===== src/ccmp_pkg.sv =====
// Shared types and constants for the CCMP frame decryptor.
package ccmp_pkg;

	// Field widths
	localparam int LEN_W       = 12;
	localparam int CFG_IDX_W   = 8;
	localparam int KEY_HALF_W  = 64;
	localparam int BLK_W       = 128;
	localparam int AAD_W       = 256;
	localparam int PN_W        = 48;
	localparam int TDATA_IN_W  = 24;
	localparam int TDATA_OUT_W = 24;

	// Configuration register indexes
	localparam logic [CFG_IDX_W-1:0] REG_KEY_HIGH = 8'd0;
	localparam logic [CFG_IDX_W-1:0] REG_KEY_LOW  = 8'd1;

	// 802.11 header layout
	localparam logic [5:0] HDR_LEN_BASIC = 6'd24;
	localparam logic [5:0] HDR_LEN_QOS   = 6'd26;
	localparam logic [7:0] AAD_LEN_BASIC = 8'd22;
	localparam logic [7:0] AAD_LEN_QOS   = 8'd24;
	localparam logic [LEN_W-1:0] CCMP_HDR_LEN = 12'd8;
	localparam logic [LEN_W-1:0] MIC_LEN      = 12'd8;
	localparam logic [7:0] QOS_TYPE_MASK = 8'hf0;
	localparam logic [7:0] QOS_TYPE      = 8'h80;
	localparam logic [7:0] FC0_MASK      = 8'h8f;
	localparam logic [7:0] FC1_MASK      = 8'hc7;
	localparam logic [7:0] SEQ_MASK      = 8'h0F;
	localparam logic [7:0] TID_MASK      = 8'h0f;

	// CCM flags bytes
	localparam logic [7:0] FLAGS_MAC = 8'h59;
	localparam logic [7:0] FLAGS_CTR = FLAGS_MAC & 8'h07;

	// Header bytes held by the front end (0..24)
	localparam int HS_DEPTH = 25;
	localparam int HS_IDX_W = $clog2(HS_DEPTH);

	// Queue between front and back
	localparam int FIFO_DEPTH = 4;
	localparam int FIFO_PTR_W = $clog2(FIFO_DEPTH);

	localparam logic [3:0] AES_ROUNDS = 4'd10;

	typedef enum logic [1:0] {
		OP_SETUP,
		OP_DATA,
		OP_MIC,
		OP_FAIL
	} fr_op_t;

	// One unit of work for the back end
	typedef struct packed {
		fr_op_t           op;
		logic [7:0]       data;
		logic [3:0]       off;
		logic             mac_end;
		logic             verdict;
		logic [LEN_W-1:0] dlen;
		logic [AAD_W-1:0] aad;
		logic [PN_W-1:0]  pn;
	} fr_entry_t;

	typedef enum logic {
		BK_IDLE,
		BK_AES
	} bk_state_t;

	typedef enum logic [2:0] {
		J_B0,
		J_AAD0,
		J_AAD1,
		J_MASK,
		J_KS,
		J_MAC
	} aes_job_t;

endpackage


===== src/ccmp_fifo.sv =====
// Short show-ahead queue of work entries between front and back.
module ccmp_fifo (
	input  logic                clk,
	input  logic                arst_n,
	input  logic                push,
	input  ccmp_pkg::fr_entry_t push_entry,
	output logic                full,
	input  logic                pop,
	output logic                head_valid,
	output ccmp_pkg::fr_entry_t head_entry
);
	import ccmp_pkg::*;

	fr_entry_t             mem_q [FIFO_DEPTH];
	logic [FIFO_PTR_W-1:0] wr_ptr_q;
	logic [FIFO_PTR_W-1:0] rd_ptr_q;
	logic [FIFO_PTR_W:0]   count_q;

	assign full       = (count_q == (FIFO_PTR_W+1)'(FIFO_DEPTH));
	assign head_valid = (count_q != '0);
	assign head_entry = mem_q[rd_ptr_q];

	// Pointers and fill count
	always_ff @(posedge clk or negedge arst_n) begin
		if (!arst_n) begin
			wr_ptr_q <= '0;
			rd_ptr_q <= '0;
			count_q  <= '0;
		end else begin
			if (push)
				wr_ptr_q <= wr_ptr_q + 1'b1;
			if (pop)
				rd_ptr_q <= rd_ptr_q + 1'b1;
			if (push && !pop)
				count_q <= count_q + 1'b1;
			else if (!push && pop)
				count_q <= count_q - 1'b1;
		end
	end

	// Storage
	always_ff @(posedge clk) begin
		if (push)
			mem_q[wr_ptr_q] <= push_entry;
	end

endmodule


===== config.mk =====
export PLATFORM = sky130hd
export DESIGN_NAME = ccmp_fifo
export DESIGN_NICKNAME = d
export VERILOG_FILES = /design/src/ccmp_pkg.sv /design/src/ccmp_fifo.sv
export SDC_FILE = /design/constraint.sdc
export NUM_CORES = 1
export LEC_CHECK = 0
export ABC_AREA = 1
export BUFFER_PORTS_ARGS = -buffer_cell sky130_fd_sc_hd__buf_2
export CORE_UTILIZATION = 41
export CTS_CLUSTER_SIZE = 24
export DETAILED_ROUTE_END_ITERATION = 8
export SLEW_MARGIN = 20
export SYNTH_ARGS = -nofsm -noshare
export SYNTH_HDL_FRONTEND = slang
export SYNTH_SLANG_ARGS = --single-unit
export TNS_END_PERCENT = 10

===== constraint.sdc =====
create_clock -name clk -period 19.07 [get_ports clk]
set_clock_uncertainty 0.15 [all_clocks]
set_input_delay 3.814 -clock clk [delete_from_list [all_inputs] [get_ports clk]]
set_output_delay 3.814 -clock clk [all_outputs]
set_load 0.1 [all_outputs]

==> impl_metrics.toml <==
[floorplanning]
start_util = 0.414
ioPinCount = 670
die_area_sq_um = 134000
fp.dieH_microns = 367
fp.dieW_microns = 367
fp-row-count = 133
core_region_area_sq_um = 132000

[job]
maxCapViolations = 0

[routing]
ant_nets = 0
dr.pass1.iters = 5
dr.first_iter.drc_count = 1835
wirelength_microns = 119000
wl_per_cell_microns = 18.6
via_per_inst = 4.83
drc = 0
dr_total_vias = 31000

[yosys]
yosys.area.top_type = "edfxtp_1"
synthCells = 3922
ys_ff_latch = 1335
ys_types = 21
synth_fp_nets = 4264
synth_enable_flop_cells = 1328
synth-seq-area-share = 0.735
syn_area_per_cell_sq_um = 13.9
synth_warnings = 0
async_flop_share = 0.00524
synthTopCellsByArea = "edfxtp_1, nand2_1, o211ai_2"
synthFlopType = "edfxtp_1"
syn_area_sq_um = 54500
yosysTopAreaCellShare = 0.732

[clock_tree]
cts_buffer_depth = 3
cts_tree = "yes"
clock_latency_ps = 770
cts_made_buffers = 144
clock-sinks = 1335
cts-root-buf = "clkbuf_16"
clkTransAtPathRegs_ps = 60
cts_hold_buf = 0
cts_setup_buffers = 0
cts_resized = 0
h-tree-depth = 4

[timing]
finalMaxSlewViolations = 0
period_share = 0.477
tightest_slew_ps = 1110
final_hold_viol_count = 0
period_needed_ps = 9100
slew_headroom = 0.262
rsz0062_at_grt = "no"
fmax_mhz = 110
finalSetupViolCount = 0
setup_tns_ps = 0

[hold_path]
hold_start = "count_q[2]$_DFFE_PN0P_"
min_path_type = "reg2reg"
whs_path_depth = 2
min_to = "count_q[2]$_DFFE_PN0P_"

[global_routing]
grt_max_degree = 222
grtUsageTotal = 0.175
gr-total-overflow = 0
first_global_vias = 29300
grt_pass1_wl_microns = 180000
grt_antenna_before_repair = 57

[placement]
portBuffers = 669
dp_hpwl_microns = 69300
gp_congestion = 0.773

[setup_path]
endpoint_kind = "output pin"
path_class = "reg2out"
critical_path.startpoint_type = "register"
cp_max_fo = 221
reg2reg_depth = 7
r2r-end = "mem_q[0][53]$_DFFE_PP_"
r2r_start = "wr_ptr_q[0]$_DFFE_PN0P_"
ff2ff_setup_slack_ps = 14820
cp.arrival_ps = 5140
crit_required_ps = 15110

[layout]
syn_to_final_growth_pct = 16.5
ff_latch_area_sq_um = 40100
final.fill_count = 11400
multi_input_area_sq_um = 10400
fin_nets = 4888
layout_common_cells = "edfxtp_1, nand2_1, inv_1"
drive_gt1_frac = 0.258
layout_commonest_cell = "edfxtp_1"

[outcome]
status = "finished, final reports clean"
-- layout make-up --
cell class,instances,area share
Sequential cell,1335,0.631
Multi-Input combinational cell,1689,0.164
Clock buffer,187,0.0603
Timing Repair Buffer,700,0.0580
Inverter,676,0.0407
Tap cell,1755,0.0346
Clock inverter,71,0.0106
Antenna cell,16,0.000631
-- through the flow --
stage	instance area, sq um	instances	hold slack (ps)	utilization	worst slack, ps
floorplan	54500	3922	292	-	7720
global placement	58900	6155	309	0.448	10590
detailed placement	58900	6155	310	0.448	10520
CTS	63400	6413	323	0.482	9650
global route	63500	6424	377	0.482	9540
finish	63500	6429	320	0.482	9970
-- registers in the layout, indices dropped and copies added, names as in the netlist --
name	cells
count_q	3
wr_ptr_q	2
rd_ptr_q	2
mem_q	1328
-- synth_stat cells, types with 3 or more instances --
library cell	count
clkbuf_1	38
dfrtp_1	7
ha_1	5
buf_2	98
edfxtp_1	1328
inv_1	675
o211ai_1	364
nand2_1	1010
buf_6	48
clkbuf_4	4
buf_4	34
xor2_1	3
o211ai_2	300
-- layer usage --
| layer | GRT usage | routed length [microns] | vias up |
|---|---|---|---|
| li1 | - | - | 15000 |
| met1 | 0.221 | 50200 | 14900 |
| met2 | 0.278 | 56300 | 766 |
| met3 | 0.0643 | 9570 | 254 |
| met4 | 0.0584 | 2860 | 70 |
| met5 | 0 | 436 | - |
-- kinds of logic after synthesis --
kind of cell	after synthesis	share of synthesized area
AOI/OAI and AO/OA	665	0.119
xor gates and xnor gates	4	0.000643
adders and majority gates	6	0.00152
buffers and inverters	898	0.0734
DFF	1335	0.735
and+or+nand+nor	1014	0.0700
-- worst max path at each step --
stage | end | slack (ps) | from | cells past startpoint
floorplan | mem_q[1][0]$_DFFE_PP_ | 7720 | push | 3
global placement | head_entry[76] | 10590 | rd_ptr_q[0]$_DFFE_PN0P_ | 6
detailed placement | head_entry[46] | 10520 | rd_ptr_q[0]$_DFFE_PN0P_ | 6
CTS | head_entry[46] | 9650 | rd_ptr_q[0]$_DFFE_PN0P_ | 6
global route | head_entry[53] | 9540 | rd_ptr_q[0]$_DFFE_PN0P_ | 6
finish | head_entry[46] | 9970 | rd_ptr_q[0]$_DFFE_PN0P_ | 6
-- critical path, stage by stage, from the launching register on --
cell      delay, ps
dfrtp_4         920
buf_6           710
buf_12          700
buf_4           880
o211ai_1        200
nand2_1         140
buf_2           430
Power is left out: the tool's default activity adds up to more than one toggle a clock period on the data nets, which glitch-free logic cannot reach.
