--- src/ccmp_pkg.sv ---
// Shared types and constants for the CCMP frame decryptor.
package ccmp_pkg;

	// Field widths
	localparam int LEN_W       = 12;
	localparam int CFG_IDX_W   = 8;
	localparam int KEY_HALF_W  = 64;
	localparam int BLK_W       = 128;
	localparam int AAD_W       = 256;
	localparam int PN_W        = 48;
	localparam int TDATA_IN_W  = 24;
	localparam int TDATA_OUT_W = 24;

	// Configuration register indexes
	localparam logic [CFG_IDX_W-1:0] REG_KEY_HIGH = 8'd0;
	localparam logic [CFG_IDX_W-1:0] REG_KEY_LOW  = 8'd1;

	// 802.11 header layout
	localparam logic [5:0] HDR_LEN_BASIC = 6'd24;
	localparam logic [5:0] HDR_LEN_QOS   = 6'd26;
	localparam logic [7:0] AAD_LEN_BASIC = 8'd22;
	localparam logic [7:0] AAD_LEN_QOS   = 8'd24;
	localparam logic [LEN_W-1:0] CCMP_HDR_LEN = 12'd8;
	localparam logic [LEN_W-1:0] MIC_LEN      = 12'd8;
	localparam logic [7:0] QOS_TYPE_MASK = 8'hf0;
	localparam logic [7:0] QOS_TYPE      = 8'h80;
	localparam logic [7:0] FC0_MASK      = 8'h8f;
	localparam logic [7:0] FC1_MASK      = 8'hc7;
	localparam logic [7:0] SEQ_MASK      = 8'h0F;
	localparam logic [7:0] TID_MASK      = 8'h0f;

	// CCM flags bytes
	localparam logic [7:0] FLAGS_MAC = 8'h59;
	localparam logic [7:0] FLAGS_CTR = FLAGS_MAC & 8'h07;

	// Header bytes held by the front end (0..24)
	localparam int HS_DEPTH = 25;
	localparam int HS_IDX_W = $clog2(HS_DEPTH);

	// Queue between front and back
	localparam int FIFO_DEPTH = 4;
	localparam int FIFO_PTR_W = $clog2(FIFO_DEPTH);

	localparam logic [3:0] AES_ROUNDS = 4'd10;

	typedef enum logic [1:0] {
		OP_SETUP,
		OP_DATA,
		OP_MIC,
		OP_FAIL
	} fr_op_t;

	// One unit of work for the back end
	typedef struct packed {
		fr_op_t           op;
		logic [7:0]       data;
		logic [3:0]       off;
		logic             mac_end;
		logic             verdict;
		logic [LEN_W-1:0] dlen;
		logic [AAD_W-1:0] aad;
		logic [PN_W-1:0]  pn;
	} fr_entry_t;

	typedef enum logic {
		BK_IDLE,
		BK_AES
	} bk_state_t;

	typedef enum logic [2:0] {
		J_B0,
		J_AAD0,
		J_AAD1,
		J_MASK,
		J_KS,
		J_MAC
	} aes_job_t;

endpackage

--- src/ccmp_front.sv ---
// Front end: takes frame bytes, captures the header and queues work entries.
module ccmp_front (
	input  logic                       clk,
	input  logic                       arst_n,
	input  logic                       in_valid,
	output logic                       in_ready,
	input  logic [7:0]                 frame_byte,
	input  logic [ccmp_pkg::LEN_W-1:0] frame_length,
	input  logic                       q_full,
	output logic                       push,
	output ccmp_pkg::fr_entry_t        entry
);
	import ccmp_pkg::*;

	logic [LEN_W-1:0] pos_q;
	logic [LEN_W-1:0] len_q;
	logic             qos_q;
	logic [7:0]       hs_q [HS_DEPTH];
	logic [55:0]      last7_q;

	logic             acc;
	logic             cur_qos;
	logic [LEN_W-1:0] cur_len;
	logic [LEN_W-1:0] hlen;
	logic [LEN_W-1:0] endpos;
	logic [LEN_W-1:0] dstart;
	logic [LEN_W-1:0] dend;
	logic [LEN_W-1:0] dofs;
	logic             is_short;
	logic             is_last;
	logic [AAD_W-1:0] aad;

	assign in_ready = !q_full;
	assign acc      = in_valid && !q_full;

	// Classify the current byte
	always_comb begin
		cur_qos  = (pos_q == '0) ? ((frame_byte & QOS_TYPE_MASK) == QOS_TYPE) : qos_q;
		cur_len  = (pos_q == '0) ? frame_length : len_q;
		hlen     = cur_qos ? LEN_W'(HDR_LEN_QOS) : LEN_W'(HDR_LEN_BASIC);
		endpos   = (cur_len == '0) ? '0 : cur_len - 1'b1;
		is_last  = (pos_q >= endpos);
		is_short = (cur_len < hlen + CCMP_HDR_LEN + MIC_LEN);
		dstart   = hlen + CCMP_HDR_LEN;
		dend     = cur_len - MIC_LEN;
		dofs     = pos_q - dstart;
	end

	// Masked AAD from the captured header
	always_comb begin
		aad            = '0;
		aad[247:240]   = qos_q ? AAD_LEN_QOS : AAD_LEN_BASIC;
		aad[239:232]   = hs_q[0] & FC0_MASK;
		aad[231:224]   = hs_q[1] & FC1_MASK;
		for (int i = 0; i < 18; i++)
			aad[(27-i)*8 +: 8] = hs_q[4+i];
		aad[79:72]     = hs_q[22] & SEQ_MASK;
		aad[63:56]     = qos_q ? (hs_q[24] & TID_MASK) : 8'h00;
	end

	// Work entry
	always_comb begin
		entry.op      = OP_FAIL;
		entry.data    = frame_byte;
		entry.off     = dofs[3:0];
		entry.mac_end = (dofs[3:0] == 4'hf) || (pos_q == dend - 1'b1);
		entry.verdict = is_last;
		entry.dlen    = dend - dstart;
		entry.aad     = aad;
		entry.pn      = {frame_byte, last7_q[7:0], last7_q[15:8], last7_q[23:16],
			last7_q[47:40], last7_q[55:48]};
		push          = 1'b0;
		if (is_short) begin
			entry.dlen = '0;
			push       = acc && is_last;
		end else if (pos_q == dstart - 1'b1) begin
			entry.op = OP_SETUP;
			push     = acc;
		end else if (pos_q >= dstart && pos_q < dend) begin
			entry.op = OP_DATA;
			push     = acc;
		end else if (pos_q >= dend) begin
			entry.op = OP_MIC;
			push     = acc;
		end
	end

	// Frame position and per-frame state
	always_ff @(posedge clk or negedge arst_n) begin
		if (!arst_n) begin
			pos_q <= '0;
			len_q <= '0;
			qos_q <= 1'b0;
		end else if (acc) begin
			pos_q <= is_last ? '0 : pos_q + 1'b1;
			if (pos_q == '0) begin
				len_q <= frame_length;
				qos_q <= cur_qos;
			end
		end
	end

	// Header capture and packet-number shift line
	always_ff @(posedge clk) begin
		if (acc) begin
			last7_q <= {last7_q[47:0], frame_byte};
			if (pos_q < LEN_W'(HS_DEPTH))
				hs_q[pos_q[HS_IDX_W-1:0]] <= frame_byte;
		end
	end

endmodule

--- config.mk ---
export PLATFORM = sky130hd
export DESIGN_NAME = ccmp_front
export DESIGN_NICKNAME = d
export VERILOG_FILES = /design/src/ccmp_pkg.sv /design/src/ccmp_front.sv
export SDC_FILE = /design/constraint.sdc
export NUM_CORES = 1
export LEC_CHECK = 0
export ABC_CLOCK_PERIOD_IN_PS = 5900
export BUFFER_PORTS_ARGS = -buffer_cell sky130_fd_sc_hd__buf_2
export CAP_MARGIN = 20
export CORE_MARGIN = 5
export CORE_UTILIZATION = 40
export CTS_CLUSTER_DIAMETER = 80
export DETAILED_ROUTE_END_ITERATION = 12
export PLACE_DENSITY_LB_ADDON = 0.25
export RECOVER_POWER = 25
export SYNTH_ARGS = -nofsm -noshare
export SYNTH_HDL_FRONTEND = slang
export SYNTH_SLANG_ARGS = --single-unit
--- constraint.sdc ---
create_clock -name clk -period 5.9 [get_ports clk]
set_input_delay 0.885 -clock clk [delete_from_list [all_inputs] [get_ports clk]]
set_output_delay 0.885 -clock clk [all_outputs]
set_load 0.01 [all_outputs]
==> results of run 1 <==
[worst min path at each step]
| stage | end | slack (ps) | cells past startpoint | startpoint |
|---|---|---|---|---|
| finish | last7_q[45] | 420 | 0 | last7_q[37] |
| detailed placement | last7_q[45] | 400 | 0 | last7_q[37] |
| global placement | last7_q[42] | 400 | 0 | last7_q[34] |
| CTS | pos_q[11] | 400 | 1 | arst_n |
| global route | last7_q[46] | 430 | 0 | last7_q[38] |
| floorplan | last7_q[32] | 400 | 0 | last7_q[24] |
[layout make-up]
class                      count  area, µm²  area share
clock buffer                  33        698      0.0531
timing repair buffer         286       1470       0.112
sequential                   243       7170       0.546
inverter                      19       71.3     0.00543
multi-input combinational    482       3100       0.236
clock inverter                16        153      0.0116
tap                          378        473      0.0360
[timing repair]
item	CTS	global route
setup endpoints to repair	0	3
hold buffers	0	0
setup buffers	0	0
resized for setup	0	12
[per-layer routing]
layer,track usage,up-vias,routed length [µm]
li1,-,3216,-
met1,0.233,3389,12000
met2,0.277,306,13800
met3,0.0381,41,2410
met4,0.0445,0,765
met5,0,-,0
[power by group]
group,switching [mW],leakage (nW),internal [mW]
Sequential,0.0445,2.30,1.92
Combinational,0.480,2.56,0.275
Clock,0.663,0.417,0.935
Total,1.19,5.28,3.13
[flip-flops by register name (all words and copies together) (netlist names)]
signal	cells
pos_q	12
len_q	12
last7_q	56
qos_q	1
hs_q	162
[critical path, delay by kind of cell, from the launching register on]
kind            cells  cell delay (ps)
compound gates      8             1210
simple gates        6             1440
fa+ha+maj           1              250
flops               1              470
mux                 1              220
buf+inv             3              570
[cell usage in the layout (no fill, tap or decap), types with 4 or more instances in the layout]
cell | netlist | routed
buf_2 | 2 | 258
edfxtp_1 | 218 | 218
conb_1 | 2 | 91
nor2_1 | 56 | 56
nand2_1 | 51 | 51
ha_1 | 33 | 32
xnor2_1 | 29 | 29
clkbuf_16 | 0 | 27
dfrtp_1 | 25 | 25
a21oi_1 | 21 | 21
nand3_1 | 19 | 19
buf_4 | 152 | 17
clkbuf_1 | 12 | 16
nor3_1 | 15 | 15
mux2_2 | 15 | 15
xor2_1 | 14 | 14
o21ai_0 | 13 | 13
inv_1 | 16 | 13
mux2i_1 | 15 | 12
or3_1 | 9 | 9
nor4_1 | 9 | 9
clkinv_1 | 1 | 6
o21ai_1 | 6 | 6
o21a_1 | 7 | 6
and2_1 | 6 | 6
inv_2 | 2 | 5
a211oi_1 | 5 | 5
a21o_1 | 5 | 5
or4_1 | 4 | 4
nand4_1 | 4 | 4
o211ai_1 | 4 | 4
nor3b_1 | 4 | 4
clkinv_2 | 0 | 4
[kinds of logic after synthesis]
group | count (synthesis) | share of synthesized area
adders and majority gates | 34 | 0.0378
AOI/OAI and AO/OA | 79 | 0.0458
xor gates and xnor gates | 45 | 0.0376
muxes | 32 | 0.0310
and+or+nand+nor | 201 | 0.0909
buffers and inverters | 189 | 0.116
other | 2 | 0.000670
DFF | 243 | 0.640
[through the flow]
stage	power (mW)	cells	setup WS, ps
floorplan	2.54	914	729
global placement	2.74	1407	801
detailed placement	2.75	1408	722
CTS	4.35	1457	121
global route	4.52	1457	24.7
finish	4.32	1457	325
==> flow_summary.rst, run 1 <==
.. list-table::
   :header-rows: 1

   * - Metric
     - Value
   * - Main area contributors after synthesis
     - edfxtp_1 (58%), buf_4 (10%), dfrtp_1 (5.6%)
   * - Cell Chain, Critical Path
     - or4_4 > nor4b_4 > buf_4 > mux2i_2 > buf_4 > nand2_1 > a21oi_1 > nand4b_1 > and2_1 > ha_1 > nand2b_1 > a21o_1 > a21oi_1 > o21ai_0 > a31oi_1 > o21ai_1 > o21ai_0 > a21oi_1 > buf_2
   * - Via count of the first global-routing pass
     - about 6600
   * - Delay of the slowest cell on the worst path
     - 600 ps
   * - Maximum net fanout on the critical path
     - 8
   * - Launching point of the worst reg2reg path
     - pos_q[10]
   * - Worst-case clock buffer depth
     - 3
   * - Post-layout min period
     - roughly 5600 ps
   * - Worst rel slew slack
     - -0.0694
   * - Seq/Total Area, Yosys
     - 0.640
   * - Post-route ant nets
     - 0
   * - Cell chosen for the clock root
     - clkbuf_16
   * - Cell area after placement
     - 12300 µm²
   * - Number of cell instances on the worst register-to-register path
     - 19
   * - Clock tree from TritonCTS
     - yes
   * - Final routed wirelength across all metal layers
     - 28.9 mm
   * - Smallest hold slack
     - about 420 ps
   * - Die height
     - around 180 µm
   * - Share of async-settable or async-resettable flops after synthesis
     - 0.103
   * - Gate count after technology mapping
     - 825
   * - Destination of the worst register-to-register timing path
     - pos_q[6]
   * - All-layer global routing usage
     - 0.170
   * - Least-Margin Pin Slew
     - approximately 1600 ps
   * - Critical path's slowest cell
     - or4_4
   * - Fraction of synthesized cell area taken by the top area cell type
     - 0.584
   * - Final Cell Area
     - 13100 µm²
   * - Max Fclk
     - 0.179 GHz
   * - Post-synth EDFFs
     - roughly 220
   * - Worst setup slack for register-to-register paths
     - roughly 1400 ps
   * - Final #Nets
     - between 1000 and 1500
   * - Clock insertion delay at the later pin of the skew report
     - about 530 ps
   * - Maximum vdd drop
     - ~0.23 mV
   * - Maximum number of pins on one net before global-route repair
     - 63
   * - Most frequent cell on the critical path
     - a21oi_1
   * - Buffers added on ports
     - between 200 and 300
   * - Predominant post-synthesis flop cell
     - edfxtp_1
   * - Setup Total Neg Slack
     - 0 ps
   * - Critical Path End
     - push
   * - Area of the mapped netlist
     - approximately 11000 µm²
   * - Vias per Instance
     - between 4 and 5
   * - Synth Area per Inst
     - around 14 µm²
   * - Layout filler cell count
     - 2527
   * - Total of warnings raised by yosys
     - 0
   * - Die outline area
     - 31500 µm²
   * - Synth Register Bits
     - 243
   * - Antenna violations before repair
     - 0
   * - Width of the chip
     - about 180 µm
   * - Initial DRC count
     - 571
   * - Final antenna diode count
     - 0
   * - Sum of overflow across all layers after global routing
     - 0
   * - Post-route clock skew
     - approximately 19 ps
   * - Element type at the critical path end
     - primary output
   * - First-pass GRT wire length
     - approximately 41 mm
   * - Final core utilization
     - 0.474
   * - RSZ-0062 raised after global routing
     - no
   * - Register clock-pin slew on the reported worst setup and hold paths
     - roughly 60 ps
   * - PwrDens
     - 329 nW/µm²
   * - Starting density of the core
     - 0.405
   * - Number of buffers created by CTS
     - 27
   * - Final period utilization
     - 0.945
   * - Total leakage power
     - approximately 5.3 nW
   * - Number of distinct library cell variants in the gate-level netlist after synthesis
     - 66
   * - Setup-violating endpoint count in the final report
     - 0
   * - Final Slew Violations
     - 26
   * - Number of levels in the clock H-tree
     - 1
   * - Most frequent cell after synthesis
     - edfxtp_1
   * - Detailed-route DRC error count
     - 0
   * - Area growth from synthesis to layout
     - 17.2%
   * - Pre-antenna DRT Iters
     - 5
   * - Sink Count
     - approximately 240
   * - Signal arrival time at the worst endpoint
     - roughly 4700 ps
   * - Critical path class
     - register to primary output
   * - Failing checks
     - capacitance limit, slew limit
   * - Core Area
     - 27700 µm²
   * - Global placer's final weighted congestion
     - around 0.87
   * - Number of primary I/O pins
     - around 360
   * - Run status
     - complete, but fails checks
   * - Critical path origin
     - pos_q[10]
   * - Count of endpoints failing hold in the final timing report
     - 0
   * - Number of maximum-capacitance constraint violations
     - 1
   * - Type of the worst min-delay path
     - register to register
   * - Via count
     - 6952
   * - Critical path required time
     - 5020 ps
   * - Placement row count
     - 61
   * - Critical path launch point type
     - register
   * - Routed WL per cell
     - between 15 and 20 µm
   * - Largest area contributor in the netlist
     - edfxtp_1
   * - Fraction of layout instances using a drive strength above 1
     - 0.327
   * - Placed wire-length estimate
     - 20.9 mm
   * - Most frequent cells after synthesis
     - edfxtp_1 (218), buf_4 (152), nor2_1 (56)
(Power assumes the default switching activity.)
==> run 2, diff against run 1 <==
--- a/config.mk
+++ b/config.mk
@@ -9,10 +9,10 @@
 export BUFFER_PORTS_ARGS = -buffer_cell sky130_fd_sc_hd__buf_2
 export CAP_MARGIN = 20
 export CORE_MARGIN = 5
-export CORE_UTILIZATION = 40
+export CORE_UTILIZATION = 33
 export CTS_CLUSTER_DIAMETER = 80
 export DETAILED_ROUTE_END_ITERATION = 12
-export PLACE_DENSITY_LB_ADDON = 0.25
+export PLACE_DENSITY_LB_ADDON = 0.1
 export RECOVER_POWER = 25
 export SYNTH_ARGS = -nofsm -noshare
 export SYNTH_HDL_FRONTEND = slang
==> run 2 against run 1 <==
- the run still ends with capacitance limit, slew limit left
- via count down 0.24%
- utilization down 7.4 points
- cell count grew 6.0%
- worst setup slack got worse by 6.8 ps
- fmax is 0.12% lower
- combinational power is 6.0% higher
- largest power group unchanged
==> flow_summary.rst, run 2 (synthesis results as in run 1) <==
.. list-table::
   :header-rows: 1

   * - Metric
     - Value
   * - Setup-violating endpoint count in the final report
     - 0
   * - Post-route clock skew
     - between 10 and 15 ps
   * - Smallest hold slack
     - around 410 ps
   * - Number of maximum-capacitance constraint violations
     - 1
   * - Final #Nets
     - 1131
   * - Met1 track demand over resource
     - 0.210
   * - Final period utilization
     - 0.946
   * - Post-layout min period
     - about 5600 ps
   * - Number of primary I/O pins
     - 358
   * - Global placer's final weighted congestion
     - just over 0.8
   * - Starting density of the core
     - 0.334
   * - Worst-case clock buffer depth
     - 3
   * - Source of the worst hold timing path
     - last7_q[33]
   * - Critical path's slowest cell
     - or4_4
   * - Final core utilization
     - 0.400
   * - Cell area after placement
     - between 10000 and 15000 µm²
   * - Post-route ant nets
     - 0
   * - Final Worst Setup Slack
     - between 300 and 400 ps
   * - Layout filler cell count
     - about 3300
   * - Element type at the critical path end
     - primary output
   * - Most used routing layer
     - met2
   * - Core Area
     - between 30000 and 40000 µm²
   * - Initial DRC count
     - slightly above 300
   * - Final Slew Violations
     - 26
   * - Failing checks
     - capacitance limit, slew limit
   * - Antenna violations before repair
     - 0
   * - Total leakage power
     - ~5.4 nW
   * - Die height
     - 194 µm
   * - Sum of buffers and inverters on the critical path
     - 3
   * - Max FFs per register
     - 162
   * - Run status
     - complete, but fails checks
   * - Die outline area
     - approximately 38000 µm²
   * - Width of the chip
     - 194 µm
   * - Total Power Consumption
     - roughly 4.5 mW
   * - Fin cells
     - roughly 1500
   * - Detailed-route DRC error count
     - 0
   * - Critical path class
     - register to primary output
   * - Critical path required time
     - between 5000 and 6000 ps
   * - Cell chosen for the clock root
     - clkbuf_16
   * - Number of levels in the clock H-tree
     - 1
   * - Final Cell Area
     - roughly 13000 µm²
   * - Top cell family by delay on the critical path
     - simple AND/OR/NAND/NOR gates
   * - Signal arrival time at the worst endpoint
     - between 4000 and 5000 ps
   * - Placement row count
     - 67
   * - Hold Path Cell Cnt
     - 0
   * - Area growth from synthesis to layout
     - 19.6%
   * - All-layer global routing usage
     - 0.159
   * - Worst setup slack for register-to-register paths
     - roughly 1500 ps
   * - PwrDens
     - ~330 nW/µm²
   * - Post-placement setup slack
     - between 400 and 500 ps
   * - Number of buffers created by CTS
     - 28
   * - Clock tree from TritonCTS
     - yes
   * - Commonest non-fill, non-tap cells in the layout
     - buf_2 (259), edfxtp_1 (218), conb_1 (91)
   * - Maximum vdd drop
     - 0.187 mV
   * - First-pass GRT wire length
     - approximately 47 mm
   * - Maximum number of pins on one net before global-route repair
     - between 60 and 70
   * - Pre-antenna DRT Iters
     - 6
   * - End point of the most critical hold path
     - last7_q[41]
   * - Fraction of layout instances using a drive strength above 1
     - 0.340
   * - GRT met3 Usage
     - 0.0379
   * - Vias per Instance
     - 4.49
   * - Launching point of the worst reg2reg path
     - pos_q[0]
   * - Type of the worst min-delay path
     - register to register
   * - Sink Count
     - between 200 and 250
   * - Routed WL per cell
     - 20.5 µm
   * - Number of cell instances on the worst register-to-register path
     - 18
   * - Via count
     - slightly below 7000
   * - Least-Margin Pin Slew
     - between 1500 and 2000 ps
   * - Placed instance count
     - between 1000 and 1500
   * - Delay of the slowest cell on the worst path
     - about 540 ps
   * - Met2 global-route usage
     - 0.267
   * - Count of endpoints failing hold in the final timing report
     - 0
   * - Setup Total Neg Slack
     - 0 ps
   * - Critical path launch point type
     - register
   * - Max Fclk
     - 0.179 GHz
   * - Sum of overflow across all layers after global routing
     - 0
   * - Placed wire-length estimate
     - about 23 mm
   * - Final antenna diode count
     - 0
   * - Worst rel slew slack
     - -0.0811
   * - Maximum net fanout on the critical path
     - 7
   * - Via count of the first global-routing pass
     - ~7000
   * - Final routed wirelength across all metal layers
     - ~32 mm
   * - Destination of the worst register-to-register timing path
     - pos_q[10]
   * - Buffers added on ports
     - ~270
   * - Cell Chain, Critical Path
     - inv_1 > ha_1 > or4b_4 > or4_4 > mux2_4 > nand2b_4 > xor2_2 > inv_1 > ha_1 > and3_1 > a21oi_1 > a31oi_2 > nor4_1 > a21oi_1 > buf_2
   * - Register clock-pin slew on the reported worst setup and hold paths
     - roughly 60 ps
   * - RSZ-0062 raised after global routing
     - no
   * - Most frequent standard cell in the layout excluding fill and tap cells
     - buf_2
   * - Clock insertion delay at the later pin of the skew report
     - around 530 ps
-- run 2: changes by cell type in the layout (fill, tap and decap cells not counted), moves of 2 or more --
cell	before	now
inv_1	13	15
buf_4	17	29
inv_2	5	3
clkbuf_16	27	29
clkbuf_8	0	3
clkbuf_1	16	14
-- run 2: repair_timing --
action                                  CTS  global route
setup buffers                             2             0
hold buffers                              0             0
gates resized for setup                   0            10
cloned                                    0             0
hold endpoints to repair                  0             0
endpoints found under the setup margin    1             3
pin swaps                                 1             0
-- run 2: worst max-delay path by stage --
stage | slack [ps] | start | depth (start not counted) | endpoint
after global routing | 9 | pos_q[11] | 20 | push
after detailed placement | 440 | frame_length[3] | 14 | push
after CTS | 9 | pos_q[0] | 18 | push
final | 320 | pos_q[0] | 15 | push
after global placement | 400 | frame_length[3] | 14 | push
after floorplan | 730 | pos_q[11] | 18 | push
-- run 2: layout make-up --
| class | count | area (µm²) | share of cell area |
|---|---|---|---|
| Sequential cell | 243 | 7170 | 0.535 |
| Multi-Input combinational cell | 482 | 3100 | 0.231 |
| Timing Repair Buffer | 300 | 1570 | 0.117 |
| Clock buffer | 35 | 778 | 0.0580 |
| Tap cell | 448 | 561 | 0.0418 |
| Clock inverter | 17 | 159 | 0.0119 |
| Inverter | 19 | 71.3 | 0.00532 |
-- run 2: metal layers --
| layer | up-vias | part of all wire |
|---|---|---|
| met3 | 33 | 0.064 |
| met4 | 0 | 0.022 |
| met2 | 248 | 0.48 |
| met1 | 3418 | 0.43 |
| met5 | - | 0 |
| li1 | 3236 | - |
-- run 2: power by group --
group,internal [mW],switching [mW]
clock,1.03,0.695
sequential,1.92,0.0223
combinational,0.289,0.511
total,3.24,1.23
==> run 3, diff against run 2 <==
--- a/config.mk
+++ b/config.mk
@@ -13,7 +13,8 @@
 export CTS_CLUSTER_DIAMETER = 80
 export DETAILED_ROUTE_END_ITERATION = 12
 export PLACE_DENSITY_LB_ADDON = 0.1
-export RECOVER_POWER = 25
+export RECOVER_POWER = 50
+export SLEW_MARGIN = 20
 export SYNTH_ARGS = -nofsm -noshare
 export SYNTH_HDL_FRONTEND = slang
 export SYNTH_SLANG_ARGS = --single-unit
==> run 3 against run 2 <==
- wire length grew 0.35%
- critical path depth is the same
- largest power group unchanged
- the run still ends with capacitance limit, slew limit left
- critical path type unchanged
- utilization shrank 0.54 points
- worst setup slack lost 110 ps
- register-to-register slack gained 30 ps
- first-iteration DRC count grew 7.2%
- sequential power is essentially flat
==> flow_summary.rst, run 3 (synthesis results as in run 1) <==
.. list-table::
   :header-rows: 1

   * - Metric
     - Value
   * - Run status
     - complete, but fails checks
   * - Failing checks
     - capacitance limit, slew limit
   * - Count of endpoints failing hold in the final timing report
     - 0
   * - All-layer global routing usage
     - 0.159
   * - Post-placement setup slack
     - between 400 and 500 ps
   * - Pre-antenna DRT Iters
     - 4
   * - Post-route ant nets
     - 0
   * - Max FFs per register
     - between 150 and 200
   * - Vias per Instance
     - 4.51
   * - PwrDens
     - about 340 nW/µm²
   * - Via count of the first global-routing pass
     - about 7000
   * - Clock tree from TritonCTS
     - yes
   * - Final Worst Setup Slack
     - 204 ps
   * - Width of the chip
     - 194 µm
   * - Number of buffers created by CTS
     - 28
   * - Antenna violations before repair
     - 0
   * - Sum of overflow across all layers after global routing
     - 0
   * - Final Slew Violations
     - 51
   * - Cell area after placement
     - 12400 µm²
   * - Die outline area
     - 37800 µm²
   * - Type of the worst min-delay path
     - register to register
   * - Final routed wirelength across all metal layers
     - ~32 mm
   * - First-pass GRT wire length
     - approximately 46 mm
   * - Register clock-pin slew on the reported worst setup and hold paths
     - 60 ps
   * - Sink Count
     - approximately 240
   * - Number of levels in the clock H-tree
     - 1
   * - Final antenna diode count
     - 0
   * - Global placer's final weighted congestion
     - 0.825
   * - Number of primary I/O pins
     - around 360
   * - RSZ-0062 raised after global routing
     - no
   * - Element type at the critical path end
     - primary output
   * - Final period utilization
     - 0.965
   * - Proportion of total power due to net switching
     - 0.277
   * - Signal arrival time at the worst endpoint
     - approximately 4800 ps
   * - Critical path required time
     - between 5000 and 6000 ps
   * - Placed wire-length estimate
     - 23.1 mm
   * - Commonest non-fill, non-tap cells in the layout
     - edfxtp_1 (218), buf_2 (136), clkbuf_1 (134)
   * - Sw Pwr
     - 1.23 mW
   * - Most frequent standard cell in the layout excluding fill and tap cells
     - edfxtp_1
   * - Post-route clock skew
     - 15.4 ps
   * - Starting density of the core
     - 0.334
   * - Cell chosen for the clock root
     - clkbuf_16
   * - Via count
     - 6949
   * - Fraction of layout instances using a drive strength above 1
     - 0.230
   * - Routed WL per cell
     - about 21 µm
   * - Detailed-route DRC error count
     - 0
   * - Number of maximum-capacitance constraint violations
     - 2
   * - Critical path class
     - register to primary output
   * - Least-Margin Pin Slew
     - roughly 1600 ps
   * - Final Cell Area
     - roughly 13000 µm²
   * - Clock insertion delay at the later pin of the skew report
     - ~530 ps
   * - Final #Nets
     - 1130
   * - Die height
     - 194 µm
   * - Placement row count
     - 67
   * - Setup-violating endpoint count in the final report
     - 0
   * - Area growth from synthesis to layout
     - 18.0%
   * - Worst rel slew slack
     - -0.0569
   * - Maximum net fanout on the critical path
     - 7
   * - Buffers added on ports
     - about 270
   * - Proportion of power drawn by the clock network
     - 0.383
   * - Post-layout min period
     - 5700 ps
   * - Worst setup slack for register-to-register paths
     - ~1500 ps
   * - Fraction of power consumed by sequential logic
     - 0.437
   * - Total leakage power
     - roughly 5.0 nW
   * - Setup Total Neg Slack
     - 0 ps
   * - Internal Pwr Total
     - about 3.2 mW
   * - Combinational fraction of design power
     - 0.180
   * - Max Fclk
     - between 0.15 and 0.2 GHz
   * - Worst-case clock buffer depth
     - 3
   * - Initial DRC count
     - approximately 330
   * - Maximum vdd drop
     - between 0.15 and 0.2 mV
   * - Maximum number of pins on one net before global-route repair
     - 63
   * - Core Area
     - about 34000 µm²
   * - Critical path launch point type
     - register
==> run 3: changes by cell type in the layout (fill, tap and decap cells not counted), sizes merged <==
cell | before | now
buf | 289 | 165
clkbuf | 46 | 165
clkinv | 14 | 17
clkinvlp | 1 | 0
==> run 3: critical path, stage by stage (launching register included) <==
cell	delay, ps
dfrtp_1	370
inv_1	200
ha_1	230
or4b_4	520
or4_4	530
mux2_4	380
nand2b_4	160
xor2_1	320
inv_1	160
ha_1	320
and3_1	210
a21oi_1	220
a31oi_2	90
nor4_1	280
a21oi_1	110
buf_2	170
==> run 3: path summary, 6_finish.rpt <==
check	startpoint	end	depth (start not counted)
worst max-delay path	pos_q[0]	push	15
worst min-delay path	last7_q[35]	last7_q[43]	0
worst max register to register	pos_q[0]	pos_q[11]	18
worst min register to register	last7_q[35]	last7_q[43]	0
max in group asynchronous	arst_n	pos_q[11]	1
min in group asynchronous	arst_n	len_q[8]	1
==> run 3: power groups by stage <==
stage | registers [mW] | logic [mW] | clock network, mW
detailed placement | 1.98 | 0.807 | 0
finish | 1.94 | 0.800 | 1.70
global route | 1.95 | 0.886 | 1.83
global placement | 1.98 | 0.807 | 0
floorplan | 1.99 | 0.544 | 0
CTS | 1.94 | 0.811 | 1.76
==> run 3: repair_timing <==
action | in CTS | in global routing
setup buffers | 0 | 2
hold buffers | 0 | 0
resized for setup | 1 | 8
pin swaps | 0 | 1
endpoints found under the setup margin | 1 | 4
==> run 3: per-stage QoR <==
step,total power [mW],utilization,std cells,hold WS (ps)
finish,4.45,0.394,1541,418
global route,4.66,0.394,1541,422
CTS,4.51,0.398,1539,401
detailed placement,2.78,0.371,1489,405
global placement,2.78,0.371,1489,402
floorplan,2.54,-,914,400
==> run 3: final cells by class <==
cell class,count,area [µm²]
fill,3367,20300
sequential,243,7170
clock buffer,31,753
clock inverter,19,168
multi-input combinational,482,3100
inverter,19,71.3
tap,448,561
timing repair buffer,299,1410
==> run 3: metal layers <==
layer  track usage  vias to the layer above  share of wire
met4        0.0380                        0          0.023
li1              -                     3239              -
met2         0.268                      266           0.48
met3        0.0343                       40          0.062
met1         0.211                     3404           0.43
met5             0                        -              0
